### config.mk
export PLATFORM = sky130hd
export DESIGN_NAME = fgap_cell
export DESIGN_NICKNAME = d
export VERILOG_FILES = /design/src/fgap_pkg.sv /design/src/fgap_cell.sv
export SDC_FILE = /design/constraint.sdc
export NUM_CORES = 1
export LEC_CHECK = 0
export ABC_AREA = 1
export BUFFER_PORTS_ARGS = -buffer_cell sky130_fd_sc_hd__buf_2
export CAP_MARGIN = 20
export CORE_MARGIN = 10
export CORE_UTILIZATION = 40
export DETAILED_ROUTE_END_ITERATION = 8
export PLACE_DENSITY = 0.73
export SETUP_SLACK_MARGIN = 0.1
export SLEW_MARGIN = 20
export SYNTH_ARGS = -nofsm -noshare
export SYNTH_HDL_FRONTEND = slang
export SYNTH_SLANG_ARGS = --single-unit
### constraint.sdc
create_clock -name clk -period 3.1 [get_ports clk]
set_input_delay 0.62 -clock clk [delete_from_list [all_inputs] [get_ports clk]]
set_output_delay 0.62 -clock clk [all_outputs]
set_load 0.01 [all_outputs]
### src/fgap_pkg.sv
// Package for the largest free identifier gap finder: widths, codes and shared types.
`default_nettype none
package fgap_pkg;

    localparam int ID_W        = 32;
    localparam int MAX_IDS_DEF = 256;
    localparam int ADDR_W      = 3;

    // Register index as decoded from paddr[2]
    localparam logic REG_RANGE_LOW  = 1'b0;
    localparam logic REG_RANGE_HIGH = 1'b1;

    localparam logic [1:0] STAT_OK       = 2'd0;
    localparam logic [1:0] STAT_BAD_RNG  = 2'd1;
    localparam logic [1:0] STAT_OVERFLOW = 2'd2;

    typedef enum logic
    {
        ST_IDLE,
        ST_SCAN
    } fgap_state_t;

    // Broadcast to every cell of the sorted chain
    typedef struct packed
    {
        logic            ins;
        logic            shl;
        logic [ID_W-1:0] key;
    } fgap_cell_ctl_t;

    // Control of the gap tracker at the head of the chain
    typedef struct packed
    {
        logic init;
        logic step;
        logic guard;
    } fgap_scan_ctl_t;

endpackage
`default_nettype wire

### src/fgap_cell.sv
// One cell of the sorted identifier chain: holds one value, inserts in order, shifts to head.
`default_nettype none
module fgap_cell
(
    input  wire                           clk,
    input  wire                           rst_n,
    input  wire fgap_pkg::fgap_cell_ctl_t ctl,
    input  wire                           left_valid,
    input  wire                           left_gt,
    input  wire  [fgap_pkg::ID_W-1:0]     left_val,
    input  wire                           right_valid,
    input  wire  [fgap_pkg::ID_W-1:0]     right_val,
    output logic                          valid,
    output logic                          gt,
    output logic [fgap_pkg::ID_W-1:0]     val
);

    logic                      valid_reg;
    logic                      valid_next;
    logic [fgap_pkg::ID_W-1:0] val_reg;
    logic [fgap_pkg::ID_W-1:0] val_next;

    // Own compare, also handed to the right neighbor
    assign gt    = valid_reg && (val_reg > ctl.key);
    assign valid = valid_reg;
    assign val   = val_reg;

    always_comb
    begin
        valid_next = valid_reg;
        val_next   = val_reg;
        if (ctl.shl)
        begin
            valid_next = right_valid;
            val_next   = right_val;
        end
        else if (ctl.ins)
        begin
            if (left_gt)
            begin
                // larger values move one place right
                valid_next = 1'b1;
                val_next   = left_val;
            end
            else if (left_valid && (gt || !valid_reg))
            begin
                // first value above the key, or first empty cell, takes the key
                valid_next = 1'b1;
                val_next   = ctl.key;
            end
        end
    end

    always_ff @(posedge clk or negedge rst_n)
    begin
        if (!rst_n)
        begin
            valid_reg <= 1'b0;
        end
        else
        begin
            valid_reg <= valid_next;
        end
    end

    always_ff @(posedge clk)
    begin
        val_reg <= val_next;
    end

endmodule
`default_nettype wire

* Word level (Yosys, flattened, before mapping)
Index checks and enable logic that the tools add are counted.
** Word-level totals
- Bits in registers :: 33
- Latch bits :: 0
- Output and inout port bits :: 34
- Bits in read-only memories :: 0
- Bits of input ports :: 103
- Memories :: 0
- Word-level logic and storage cells :: 18
- Memory bits (writable) :: 0
** Operators by class
- Bitwise operators :: 0
- Divide/modulo/power cells :: 0
- Magnitude comparators :: 1
- $add $sub $neg :: 0
- Muxes and demuxes :: 8
- Multiply operators :: 0
- Equal/unequal tests :: 0
- Reductions and logical operators :: 7
- Shifts and indexed selects :: 0
** Operators with widths (number)
- $mux W32 :: 4
- $gt A32 B32 Y1 :: 1
- $mux W1 :: 4
- $reduce_bool A3 Y1 :: 1
- $logic_and A1 B1 Y1 :: 2
- $reduce_and A2 Y1 :: 1
- $reduce_bool A2 Y1 :: 1
- $logic_not A1 Y1 :: 1
- $logic_or A1 B1 Y1 :: 1

* Logic depth before layout (Yosys ltp)
- Word-level depth :: 8
- Gate-level depth with buffers :: 20
- Depth with buffers taken out :: 20

* Worst setup path before layout
No wires, ideal clock.
- Path type :: input-to-reg
- From :: in ctl[23] in the netlist's numbering
- To :: reg val_reg, in the netlist val[0] (enable)
- Data arrival time :: 2304 ps
- Stages :: 14
- Setup time :: 387 ps
- Required time :: 2713 ps
- Path buffers :: 0
- Slack :: 409 ps
- Cells stage by stage :: inv_1 ha_1 nand2_1 nor2_2 nand4_1 nor2_2 nand2_1 nand2_1 nand2_1 nand2_1 nand2_1 nand2_1 nand2_1 inv_1
** Between the ends
- Longest elaborated chain between the ends :: 6
** Ends and longest elaborated chain
- start: declaration :: RTL line fgap_cell.sv:7 : input wire fgap_pkg::fgap_cell_ctl_t ctl,
- $gt A32 B32 Y1 :: RTL line fgap_cell.sv:24 : assign gt = valid_reg && (val_reg > ctl.key);
- $logic_and A1 B1 Y1 :: RTL line fgap_cell.sv:24
- $logic_or A1 B1 Y1 :: RTL line fgap_cell.sv:45 : else if (left_valid && (gt || !valid_reg))
- $logic_and A1 B1 Y1 :: RTL line fgap_cell.sv:45
- $reduce_bool A3 Y1 (no line)
- $reduce_and A2 Y1 (no line)
- end signal: assignment :: RTL line fgap_cell.sv:68 : val_reg <= val_next;
- end: declaration :: RTL line fgap_cell.sv:20 : logic [fgap_pkg::ID_W-1:0] val_reg;
Every way passes these cells.
A chain may end at the register's enable or synchronous reset.

* Final worst setup path
- From :: in ctl[11] in the netlist's numbering
- To :: out gt
** Between the ends
- Longest elaborated chain between the ends :: 2
** Ends and longest elaborated chain
- $gt A32 B32 Y1 :: RTL line fgap_cell.sv:24
- $logic_and A1 B1 Y1 :: RTL line fgap_cell.sv:24
- end: declaration :: RTL line fgap_cell.sv:14 : output logic gt,
Every way passes these cells.

==> reports/summary.md <==
The run finished with clean final reports. For the DRC violation count after routing, the log shows 0. TritonCTS built the clock tree.

Cell seen most often among critical-path stages: sky130_fd_sc_hd__nand2_1. The reg-to-reg critical path startpoint was val[7]$_DFFE_PP_. In this run the power density over the cells is 381 mW/mm^2.

Y dimension of the die: 100 um. The slowest stage of the critical path belongs to the cell sky130_fd_sc_hd__ha_1. End-of-flow core utilization: 54.7%. The clock drives 33 sinks. The first element of the critical path was ctl[11].

Top cell type's share of synthesized area: 37.4%. The post-CTS clock slew at the launch and capture registers of the worst setup and hold paths was 60 ps; the via count was 2,486. Across the run, the number of max-cap violations was 0.

The minimum clock period is 2510 ps. The tools report the maximum root-to-sink buffer count as 2. Setup total negative slack on the finished layout was measured at 0 ps. Largest delay contributor family on the critical path: simple AND/OR/NAND/NOR gates.

Using the TritonRoute via totals, the vias-per-cell ratio works out to 4.82. The actual transition at the worst max-transition pin was 522 ps. The area growth from synthesis to layout is 33.6%. STA classifies the critical path startpoint as an input port. After clock tree synthesis, the repair step resized 0 gates. In this run the worst path has a maximum fanout of 3. Ranked by instance count, the synthesized netlist is headed by sky130_fd_sc_hd__nand2_1 (77), sky130_fd_sc_hd__inv_1 (43), sky130_fd_sc_hd__edfxtp_1 (32), sky130_fd_sc_hd__ha_1 (32), sky130_fd_sc_hd__o21a_1 (30).

Counting flops with a built-in enable in the synthesized netlist gives 32. The worst setup path is captured at a primary output. In this run, CTS created clock tree buffers numbering 5. Cells with a size suffix above 1 make up 34.9% of the layout. The run gives 29 as the total number of placement rows. Of the available clock period, the critical path in the final layout requires 80.9%. The via count of the first global-routing pass came out at 2,649. The post-synthesis xor/xnor area fraction is 0%. In the global route stage, overall resource usage came out at 14.7%.

The setup-violating endpoint count in the final report is 0. The most used flip-flop cell after synthesis is sky130_fd_sc_hd__edfxtp_1. The sequential element share of the synthesized area was 38.4%; the adder-cell share of the synthesized area was 15.6%.

Clock skew on the completed layout was measured at 7.18 ps. Overall power consumption after layout is estimated at 1310 uW. Summed over all nets, the half-perimeter wirelength after detailed placement is 6220 um.

In this run the tool buffered the top-level ports with 136 buffer cells. Summing the areas of all compound-gate instances in the mapped netlist gives 21.6% of the synthesized area. The reg-to-reg critical path endpoint was val[10]$_DFFE_PP_. The mux share of post-synthesis cell area is 0%.

The post-synthesis net count is 439. Setup slack on the worst reg-to-reg path comes out at 900 ps. The final-stage net count was 573. The netlist uses 18 different library cells. CTS built an H-tree with a depth of 2. 137 I/O pins were placed. Counting every instance in the synthesized netlist gives 304. The tools report the hold-fix buffer count after cts as 0. The signal on the critical path passes through buf_2 > inv_1 > ha_1 > a21oi_1 > nand2_1 > a21oi_1 > nand2_1 > nand2_1 > nand2_1 > nand2_1 > nor2_1 > buf_2. Setup repair after global routing left no endpoint under its margin. The run gives 290 ps as the clock latency at the later pin of the worst-skew pair.

The tools report the pin count of the biggest net entering global routing as 33. The per-instance average area after synthesis is 8.45 um^2, and the simple-gate portion of the synthesized area is 15.7%. The first TritonRoute pass finished after 7 iterations. The number of slew-limit violations in the final report was 0. The routed wirelength normalized by instance count was 14.4 um; the post-placement worst setup slack was 542 ps. By startpoint and endpoint, the worst setup path is classified as in -> out. The total overflow left after global routing is 0. The x dimension of the die was 100 um.

Once routing completed, OpenROAD measured the worst setup slack at 591 ps. For the worst flop-to-flop path, the logic depth is 16. For this run, the slowest stage of the critical path takes 330 ps. The cell at the root of the clock tree is sky130_fd_sc_hd__clkbuf_8. The path class of the tightest hold or removal check is in -> async. The number of antenna diodes in the final layout is 0. Together, buffers and inverters on the worst path number 3.

By area the synthesized netlist is led by sky130_fd_sc_hd__edfxtp_1 (37%), sky130_fd_sc_hd__ha_1 (16%), sky130_fd_sc_hd__nand2_1 (11%). The register with the most flip-flops in the layout has 32 of them. Number of antenna violations at the first check in global routing: 0. The arrival time reported for the critical path endpoint is 1890 ps.

The logs give 0 for the remaining antenna violation count and 0 for the count of synthesis-stage warnings from yosys. Summed over all instances, the cell type with the most area after synthesis is sky130_fd_sc_hd__edfxtp_1. The tools report the reported leakage power as 0.00176 uW.

Timing would allow up to 399 MHz. The logs give 65.2% for the remaining max-slew budget at the tightest pin and 602 for the count of filler cells inserted in the layout. The fraction of synthesis flops using an asynchronous set or reset pin came out at 3.03%.

The routed wire length is 7440 um. The dominant combinational cell family by area after synthesis was compound AO/OA/AOI/OAI gates. For the final weighted congestion in routability-driven placement, the log shows 0.793. The depth of the critical timing path with buffers and inverters included came out at 12. The logs give 0 for the count of buffers added by post-CTS timing repair for setup and 12,200 um for the wire length of the first global-routing pass.

The worst setup path endpoint was gt. By instance count, the leading cell after synthesis is sky130_fd_sc_hd__nand2_1. The floorplan step defined a die boundary enclosing 0.0100 mm^2. The register bit total from synthesis is 33. The placeable core region was 0.00628 mm^2. The final number of hold-violating endpoints was 0. For the worst setup path, the data required time is 2480 ps. The worst-case IR drop observed on VDD is 0.000209 V. For the summed instance area of the synthesized netlist, the log shows 0.00257 mm^2. The detailed router finished its first iteration with 60 violations. The initial utilization of the core area, before any placement, comes to 40.9%.
-- kinds of logic (layout without fill, tap and decap cells) --
group,count (synthesis),count (layout)
AND/OR/NAND/NOR,101,101
AO/OA/AOI/OAI,81,81
buffers and inverters,57,192
flip-flops,33,33
adder cells (fa/ha/maj),32,32
-- final cells by class --
cell class,count,area (um^2),area share (%)
inverter,44,165,4.81
clock buffer,8,90.1,2.62
tap,77,96.3,2.81
multi-input combinational,214,1360,39.6
timing repair buffer,140,736,21.4
sequential,33,986,28.7
-- worst reg2reg max path: stages (launching register included) --
cell and delay [ps]:
sky130_fd_sc_hd__edfxtp_1 400, sky130_fd_sc_hd__ha_1 320, sky130_fd_sc_hd__nand2_1 70, sky130_fd_sc_hd__nor2_1 160
sky130_fd_sc_hd__nand2_1 70, sky130_fd_sc_hd__nand2_1 60, sky130_fd_sc_hd__nand2_1 50, sky130_fd_sc_hd__nand2_1 60
sky130_fd_sc_hd__nand2_1 50, sky130_fd_sc_hd__nand2_1 50, sky130_fd_sc_hd__nand2_1 60, sky130_fd_sc_hd__nand2_1 60
sky130_fd_sc_hd__nand2_1 50, sky130_fd_sc_hd__nand2_1 70, sky130_fd_sc_hd__nand2_1 60, sky130_fd_sc_hd__inv_1 90
sky130_fd_sc_hd__buf_12 210
-- metal layers --
layer	vias up	part of all wire, %	GRT usage [%]
met2	79	47	24.4
met3	9	8.8	5.36
li1	1307	-	-
met4	0	1.6	5.22
met5	-	0	0
met1	1091	42	16.9
-- how the worst min path moves through the flow --
stage / startpoint / endpoint / slack [ps] / depth (start not counted)
after floorplan: rst_n / valid$_DFFE_PN0P_ / 320 / 0
after global placement: rst_n / valid$_DFFE_PN0P_ / 400 / 1
after detailed placement: rst_n / valid$_DFFE_PN0P_ / 400 / 1
after CTS: rst_n / valid$_DFFE_PN0P_ / 90 / 1
after global routing: rst_n / valid$_DFFE_PN0P_ / 80 / 1
final: rst_n / valid$_DFFE_PN0P_ / 100 / 1
-- placed cells by master (no fill, tap or decap), drive strengths merged --
cell type | Yosys | layout
ha | 32 | 32
o211ai | 29 | 29
edfxtp | 32 | 32
inv | 44 | 44
a21oi | 19 | 19
nand2 | 77 | 77
clkbuf | 13 | 8
o21a | 30 | 30
nand3 | 3 | 3
o21ai | 2 | 2
buf | 0 | 140
nand4 | 2 | 2
nor2 | 17 | 17
dfrtp | 1 | 1
or2 | 2 | 2
a21o | 1 | 1
-- report_power, final --
part           internal (uW)  switching, uW  leakage [uW]
Clock                    181            155     0.0000455
Sequential               549           23.1      0.000327
Combinational            185            216       0.00139
Total                    915            395       0.00176
-- through the flow --
step	area [um^2]	hold slack, ps	cells
after floorplan	2570	324	304
after global placement	3340	396	508
after detailed placement	3340	397	508
after CTS	3430	91.8	516
after global routing	3430	79.5	516
final	3430	98.2	516
Power figures use the tool's default switching activity.
