File: src/fgap_pkg.sv
// Package for the largest free identifier gap finder: widths, codes and shared types.
`default_nettype none
package fgap_pkg;

    localparam int ID_W        = 32;
    localparam int MAX_IDS_DEF = 256;
    localparam int ADDR_W      = 3;

    // Register index as decoded from paddr[2]
    localparam logic REG_RANGE_LOW  = 1'b0;
    localparam logic REG_RANGE_HIGH = 1'b1;

    localparam logic [1:0] STAT_OK       = 2'd0;
    localparam logic [1:0] STAT_BAD_RNG  = 2'd1;
    localparam logic [1:0] STAT_OVERFLOW = 2'd2;

    typedef enum logic
    {
        ST_IDLE,
        ST_SCAN
    } fgap_state_t;

    // Broadcast to every cell of the sorted chain
    typedef struct packed
    {
        logic            ins;
        logic            shl;
        logic [ID_W-1:0] key;
    } fgap_cell_ctl_t;

    // Control of the gap tracker at the head of the chain
    typedef struct packed
    {
        logic init;
        logic step;
        logic guard;
    } fgap_scan_ctl_t;

endpackage
`default_nettype wire

File: src/fgap_scan.sv
// Gap tracker: walks values leaving the chain head and keeps the widest free run.
`default_nettype none
module fgap_scan
(
    input  wire                           clk,
    input  wire fgap_pkg::fgap_scan_ctl_t ctl,
    input  wire  [fgap_pkg::ID_W-1:0]     head_val,
    input  wire  [fgap_pkg::ID_W-1:0]     range_low,
    input  wire  [fgap_pkg::ID_W-1:0]     range_high,
    output logic [fgap_pkg::ID_W-1:0]     left_next,
    output logic [fgap_pkg::ID_W-1:0]     right_next
);

    localparam int PW = fgap_pkg::ID_W + 2;   // prev spans low-1 .. high+1
    localparam int DW = fgap_pkg::ID_W + 1;   // distance cur - prev

    logic [PW-1:0]             prev_reg;
    logic [PW-1:0]             prev_next;
    logic [DW-1:0]             bestd_reg;
    logic [DW-1:0]             bestd_next;
    logic [fgap_pkg::ID_W-1:0] left_reg;
    logic [fgap_pkg::ID_W-1:0] right_reg;
    logic [PW-1:0]             cur;
    logic [PW-1:0]             diff;
    logic                      in_rng;
    logic                      better;

    always_comb
    begin
        if (ctl.guard)
        begin
            cur    = {2'b00, range_high} + PW'(1);
            in_rng = 1'b1;
        end
        else
        begin
            cur    = {2'b00, head_val};
            in_rng = (head_val >= range_low) && (head_val <= range_high);
        end
        diff   = cur - prev_reg;
        // values arrive ascending, so diff is never negative; gap = diff - 1
        better = (diff[DW-1:0] > bestd_reg);

        prev_next  = prev_reg;
        bestd_next = bestd_reg;
        left_next  = left_reg;
        right_next = right_reg;
        if (ctl.init)
        begin
            prev_next  = {2'b00, range_low} - PW'(1);
            bestd_next = '0;
        end
        else if (ctl.step && in_rng)
        begin
            prev_next = cur;
            if (better)
            begin
                bestd_next = diff[DW-1:0];
                left_next  = prev_reg[fgap_pkg::ID_W-1:0] + fgap_pkg::ID_W'(1);
                right_next = cur[fgap_pkg::ID_W-1:0] - fgap_pkg::ID_W'(1);
            end
        end
    end

    always_ff @(posedge clk)
    begin
        prev_reg  <= prev_next;
        bestd_reg <= bestd_next;
        left_reg  <= left_next;
        right_reg <= right_next;
    end

endmodule
`default_nettype wire

File: config.mk
export PLATFORM = sky130hd
export DESIGN_NAME = fgap_scan
export DESIGN_NICKNAME = d
export VERILOG_FILES = /design/src/fgap_pkg.sv /design/src/fgap_scan.sv
export SDC_FILE = /design/constraint.sdc
export NUM_CORES = 1
export LEC_CHECK = 0
export BUFFER_PORTS_ARGS = -buffer_cell sky130_fd_sc_hd__buf_2
export CORE_ASPECT_RATIO = 0.6
export CORE_UTILIZATION = 59
export DETAILED_ROUTE_END_ITERATION = 6
export GPL_TIMING_DRIVEN = 0
export HOLD_SLACK_MARGIN = 0.03
export PLACE_DENSITY = 0.91
export SYNTH_ARGS = -nofsm -noshare
export SYNTH_HDL_FRONTEND = slang
export SYNTH_SLANG_ARGS = --single-unit
File: constraint.sdc
create_clock -name clk -period 13.5 [get_ports clk]
set_input_delay 3.375 -clock clk [delete_from_list [all_inputs] [get_ports clk]]
set_output_delay 3.375 -clock clk [all_outputs]
set_load 0.05 [all_outputs]
==> After elaboration in Yosys (flattened, before gate mapping) <==
Cells that the tools add are included.
W data, S select, Z words.
{ "totals": {"word_cells": 26, "inputBits": 100, "register_bits": 130, "output_inout_bits": 64} }
{ "classes": {"n_reduce_logical": 4, "n_mux": 10, "addsub": 5, "order_cmp": 3} }
{ "ops": {"columns": ["operator", "count"], "rows": [
  ["$mux W32", 6],
  ["$mux W33", 3],
  ["$add A32 B1 Y33 const B", 1],
  ["$gt A33 B33 Y1", 1],
  ["$sub A32 B1 Y33 const B", 1],
  ["$sub A33 B33 Y33", 1],
  ["$add A32 B1 Y32 const B", 1],
  ["$ge A32 B32 Y1", 1],
  ["$le A32 B32 Y1", 1],
  ["$sub A32 B1 Y32 const B", 1],
  ["$logic_and A1 B1 Y1", 2],
  ["$reduce_and A2 Y1", 1],
  ["$reduce_bool A2 Y1", 1],
  ["$mux W1", 1]
]} }

==> Logic depth before layout (Yosys ltp) <==
{ "logic_depth": {"depth_word": 7, "ltp_mapped": 28, "ltp_nobuf": 25} }

==> Worst setup path before layout <==
Ideal clock, no wire load.
{ "synth_path": {"path_type": "in2out", "startpoint": "input port range_high[3] (netlist name)", "endpoint": "output port left_next[0] (netlist name)", "required_time_ns": 10.125, "path_stages": 25, "arrival_time_ns": 9.248, "n_path_buf": 6, "slack_ns": 0.877, "cell_sequence": "buf_4 > and4_1 > buf_4 > nand4_4 > clkbuf_1 > or3_2 > a31oi_2 > ha_1 > clkbuf_1 > a21o_1 > a31oi_1 > o21ai_1 > a311o_1 > xor2_1 > ha_1 > o21ai_0 > o21ai_0 > o211ai_1 > a21o_1 > o2111a_1 > nor3_1 > nand2_1 > clkbuf_1 > clkbuf_1 > o21ai_0"} }
{ "synth_between": {"elab_chain_len": 7, "elab_cells_between_ends": 11, "classes_between": "add/sub: 2; order compare: 2; mux: 5; reduce/logical: 2"} }
{ "synth_rtl": {"columns": ["item", "line", "source"], "rows": [
  ["from (decl)", "fgap_scan.sv:9", "input wire [fgap_pkg::ID_W-1:0] range_high,"],
  ["$add A32 B1 Y33", "fgap_scan.sv:32", "cur = {2'b00, range_high} + PW'(1);"],
  ["$mux W33", "fgap_scan.sv:30", "if (ctl.guard)"],
  ["$sub A33 B33 Y33", "fgap_scan.sv:40", "diff = cur - prev_reg;"],
  ["net diff[28]", "fgap_scan.sv:24", "logic [PW-1:0] diff;"],
  ["$gt A33 B33 Y1", "fgap_scan.sv:42", "better = (diff[DW-1:0] > bestd_reg);"],
  ["$mux W32", "fgap_scan.sv:56", "if (better)"],
  ["$mux W32", "fgap_scan.sv:53", "else if (ctl.step && in_rng)"],
  ["$mux W32", "fgap_scan.sv:48", "if (ctl.init)"],
  ["to (decl)", "fgap_scan.sv:10", "output logic [fgap_pkg::ID_W-1:0] left_next,"]
]} }
The timed path passes the listed nets, and every way through them passes these cells.

==> Final worst setup path <==
{ "layout_path": {"startpoint": "input port ctl[0] (netlist name)", "endpoint": "output port left_next[11] (netlist name)"} }
{ "layout_between": {"elab_chain_len": 6, "elab_cells_between_ends": 8, "classes_between": "add/sub: 1; order compare: 1; mux: 5; reduce/logical: 1"} }
{ "layout_rtl": {"columns": ["item", "line", "source"], "rows": [
  ["from (decl)", "fgap_scan.sv:6", "input wire fgap_pkg::fgap_scan_ctl_t ctl,"],
  ["$mux W33", "fgap_scan.sv:30", null],
  ["$sub A33 B33 Y33", "fgap_scan.sv:40", null],
  ["net diff[19]", "fgap_scan.sv:24", null],
  ["$gt A33 B33 Y1", "fgap_scan.sv:42", null],
  ["$mux W32", "fgap_scan.sv:56", null],
  ["$mux W32", "fgap_scan.sv:53", null],
  ["$mux W32", "fgap_scan.sv:48", null]
]} }
The timed path passes the listed nets, and every way through them passes these cells.

==> impl_results.md <==
* Status: finished with violations
* Failing checks: design-rule violations
* Initial antenna violation count at 0
* Worst hold path class: reg -> reg
* Routed Antenna Nets at 0
* P&R area growth vs syn at 15.5%
* PD cells at 174 nW/um^2
* FP Rows at 39
* CTS clk-pin slew, worst paths at 0.05 ns
* Share of cells above drive strength 1 at 0.171
* CTS root buf: clkbuf_16
* First-pass GRT wire length at 56400 um
* Fin. max-slew vios at 0
* Metal1 wirelength at 16300 um
* Full die area at 20400 sq um
* Setup crit start kind: input pin
* Post-synth ARST share at 0
* Crit-path most repeated cell: o21ai_0
* Synth Instances at 1459
* DR DRC count at 2
* Metal2 WL at 15400 um
* Synth Area in Simple Gates at 0.226
* Number of diodes at 0
* Router iterations before antenna repair at 7
* Final nets at 1873
* Post-synth top flop: dfxtp_1
* Syn avg cell area at 8.01 sq um
* Switch share at 0.493
* Top sig layer: met4
* Vias/cell at 6.18
* WL final at 36800 um
* Slowest stage cell, crit path: clkbuf_1
* IO Port Bufs at 159
* Die Span Y at 111 um
* IO Pins at 164
* Setup-failing EPs final at 0
* LEAKAGE at 0.00610 uW
* Unique masters post-synth at 86
* Post-synth EDFFs at 33
* Mux cell area share after synthesis at 0.0324
* Post-synthesis compound-gate area fraction at 0.187
* Gate power share at 0.551
* Worst rel slew slack at 0.375
* Measured slew at the worst slew-check pin at 0.937 ns
* Skew final at 0.0112 ns
* Initial Utilization at 0.608
* CP required at 10.12 ns
* MaxCap Viol Count at 0
* Yosys Warn Count at 0
* CTS tree: built
* Seq/Total Area, Yosys at 0.251
* FF+latch area at 2930 sq um
* Crit path buf inv count at 7
* CTS Sinks at 130
* Synthesized net count at 1693
* Core box area at 19200 sq um
* Max incr delay on CP at 0.41 ns
* Final hold violation count at 0
* Max Clk Rate at 75.7 MHz
* WL per Instance at 19.2 um
* CP Capture Type: primary output
* Adder-Cell Fraction of Synth Area at 0.144
* CTS buffer count at 17
* Vias post-DR at 11.9k
* Yosys reg bits at 130
* Chip width at 184 um
* WL met3 at 4360 um
* Cell area after synthesis at 11700 sq um
* Fill count at 1591
* Crit path max-delay family: compound AO/OA/AOI/OAI gates
* Total gr overflow at 0
* Multi-input gate area at 7940 sq um
* Final period utilization at 0.979
* Clk Latency, worst-skew pair at 0.43 ns
* Final min period at 13.21 ns
* Largest family of logic cells by synthesized area: simple AND/OR/NAND/NOR gates
* Final GP Congestion at 0.957
* Crit path arrival time at 9.84 ns
* Post-Synth XOR/XNOR Area at 0.0861
* Final hold slack at 0.454 ns
* Power share of the clock group at 0.202
* Initial detailed-routing violation count at 1325
* Maximum VDD drop at 230 uV
* Largest net degree at the start of global routing at 34
* DP HPWL at 29300 um
* WS Path Type: in -> out
* Sequential power share at 0.247
* Hold buffer count at cts at 0
* Vias in the first global route at 10.8k
* H-tree depth at 4
* Int Pwr at 1190 uW
* GRT Overall Usage at 0.357
* Utilization after layout at 0.703
* Max FO, Critical Path at 10
* Worst-case clock buffer depth at 2
* Net Switching at 1160 uW
[metrics by stage]
step | power [uW] | setup slack (ns) | std cells | setup TNS, ns | instance area (sq um)
4_1_cts | 2330 | 0.0375 | 1918 | 0 | 13500
3_5_place_dp | 1840 | -0.570 | 1884 | -11.24 | 12800
3_3_place_gp | 1800 | -0.281 | 1884 | -2.68 | 12800
5_1_grt | 2470 | -0.0302 | 1918 | -0.0462 | 13500
6_report | 2360 | 0.289 | 1918 | 0 | 13500
2_1_floorplan | 1520 | 0.877 | 1459 | 0 | 11700
[placed cells by master, fill, tap and decap left out, types with 12 or more instances in the layout]
cell / synthesis / layout
buf_2: 5 / 162
inv_1: 158 / 158
nand2_1: 135 / 134
ha_1: 133 / 133
nor2_1: 111 / 111
xnor2_1: 101 / 101
o21ai_0: 99 / 97
dfxtp_1: 97 / 97
a21oi_1: 79 / 79
nand3_1: 53 / 53
nor3_1: 40 / 39
nand4_1: 36 / 36
edfxtp_1: 33 / 33
mux2i_1: 30 / 30
clkbuf_1: 31 / 26
a21o_1: 26 / 26
clkbuf_16: 0 / 17
or3_1: 15 / 15
o21ai_1: 13 / 15
nor4_1: 15 / 15
xor2_1: 14 / 14
a211oi_1: 13 / 13
and3_1: 12 / 12
[logic make-up after synthesis]
| group | Yosys count |
|---|---|
| XOR/XNOR | 115 |
| adder cells (fa/ha/maj) | 134 |
| multiplexers | 37 |
| AO/OA/AOI/OAI | 336 |
| flip-flops | 130 |
| AND/OR/NAND/NOR | 498 |
| buffers and inverters | 209 |
[per-layer routing]
layer,vias up,track usage
met1,5512,0.515
met4,0,0.101
met3,65,0.0683
li1,5584,-
met5,-,0
met2,691,0.538
[worst min-delay path: cells and delay by family, from the launching register on]
| family | cells | cell delay, ns |
|---|---|---|
| flops | 1 | 0.30 |
| simple gates | 1 | 0.05 |
| compound gates | 1 | 0.05 |
[area by class of cell]
| cell class | count | area share |
|---|---|---|
| tap | 266 | 0.0246 |
| clock inverter | 15 | 0.0128 |
| sequential | 130 | 0.217 |
| clock buffer | 17 | 0.0315 |
| inverter | 159 | 0.0442 |
| multi-input combinational | 1120 | 0.588 |
| timing repair buffer | 161 | 0.0615 |
| buffer | 50 | 0.0202 |
[Yosys cell counts, types with 5 or more instances]
library cell    n  area share
inv_1         158       0.051
nor3_1         40       0.017
o21ai_1        13      0.0056
o211ai_1        8      0.0051
a31o_2          8      0.0060
o21a_1          9      0.0058
a21o_1         26       0.017
nand4_1        36       0.019
nor2_1        111       0.036
clkbuf_1       31       0.010
mux2i_1        30       0.026
dfxtp_1        97        0.17
buf_6           5      0.0048
nand3_1        53       0.023
nand4_4         7       0.013
nor2b_1         7      0.0037
nor3_2          8      0.0068
o31ai_1        10      0.0064
edfxtp_1       33       0.085
and4_1          8      0.0060
and3_1         12      0.0064
nand2_1       135       0.043
a211oi_1       13      0.0083
a21oi_1        79       0.034
nor4_1         15      0.0080
o21ai_0        99       0.042
xor2_1         14       0.010
buf_2           5      0.0021
ha_1          133        0.14
or2_2           7      0.0037
nand2b_1        9      0.0048
or3_1          15      0.0080
and2_1         11      0.0059
mux2_2          7      0.0067
a31oi_1        12      0.0064
xnor2_1       101       0.076
[power groups by stage]
| stage | sequential, uW | clock, uW | combinational, uW |
|---|---|---|---|
| global route | 592 | 497 | 1390 |
| detailed placement | 587 | 0 | 1260 |
| CTS | 580 | 475 | 1270 |
| floorplan | 574 | 0 | 944 |
| global placement | 579 | 0 | 1220 |
| finish | 581 | 476 | 1300 |
[repair_timing]
item / in CTS / in global routing
endpoints found under the hold margin: 0 / 0
gates cloned: 0 / 0
resized for setup: 5 / 23
setup buffers: 2 / 0
pin swaps: 1 / 0
setup endpoints to repair: 29 / 56
[path summary, 6_finish.rpt]
| check | slack [ns] | startpoint | depth (start not counted) | end |
|---|---|---|---|---|
| min | 0.45 | bestd_reg[25] | 2 | bestd_reg[25] |
| min reg2reg | 0.45 | bestd_reg[25] | 2 | bestd_reg[25] |
| max | 0.29 | ctl[0] | 26 | left_next[11] |
| max reg2reg | 7.77 | prev_reg[0] | 20 | bestd_reg[23] |
(Power assumes the default switching activity.)
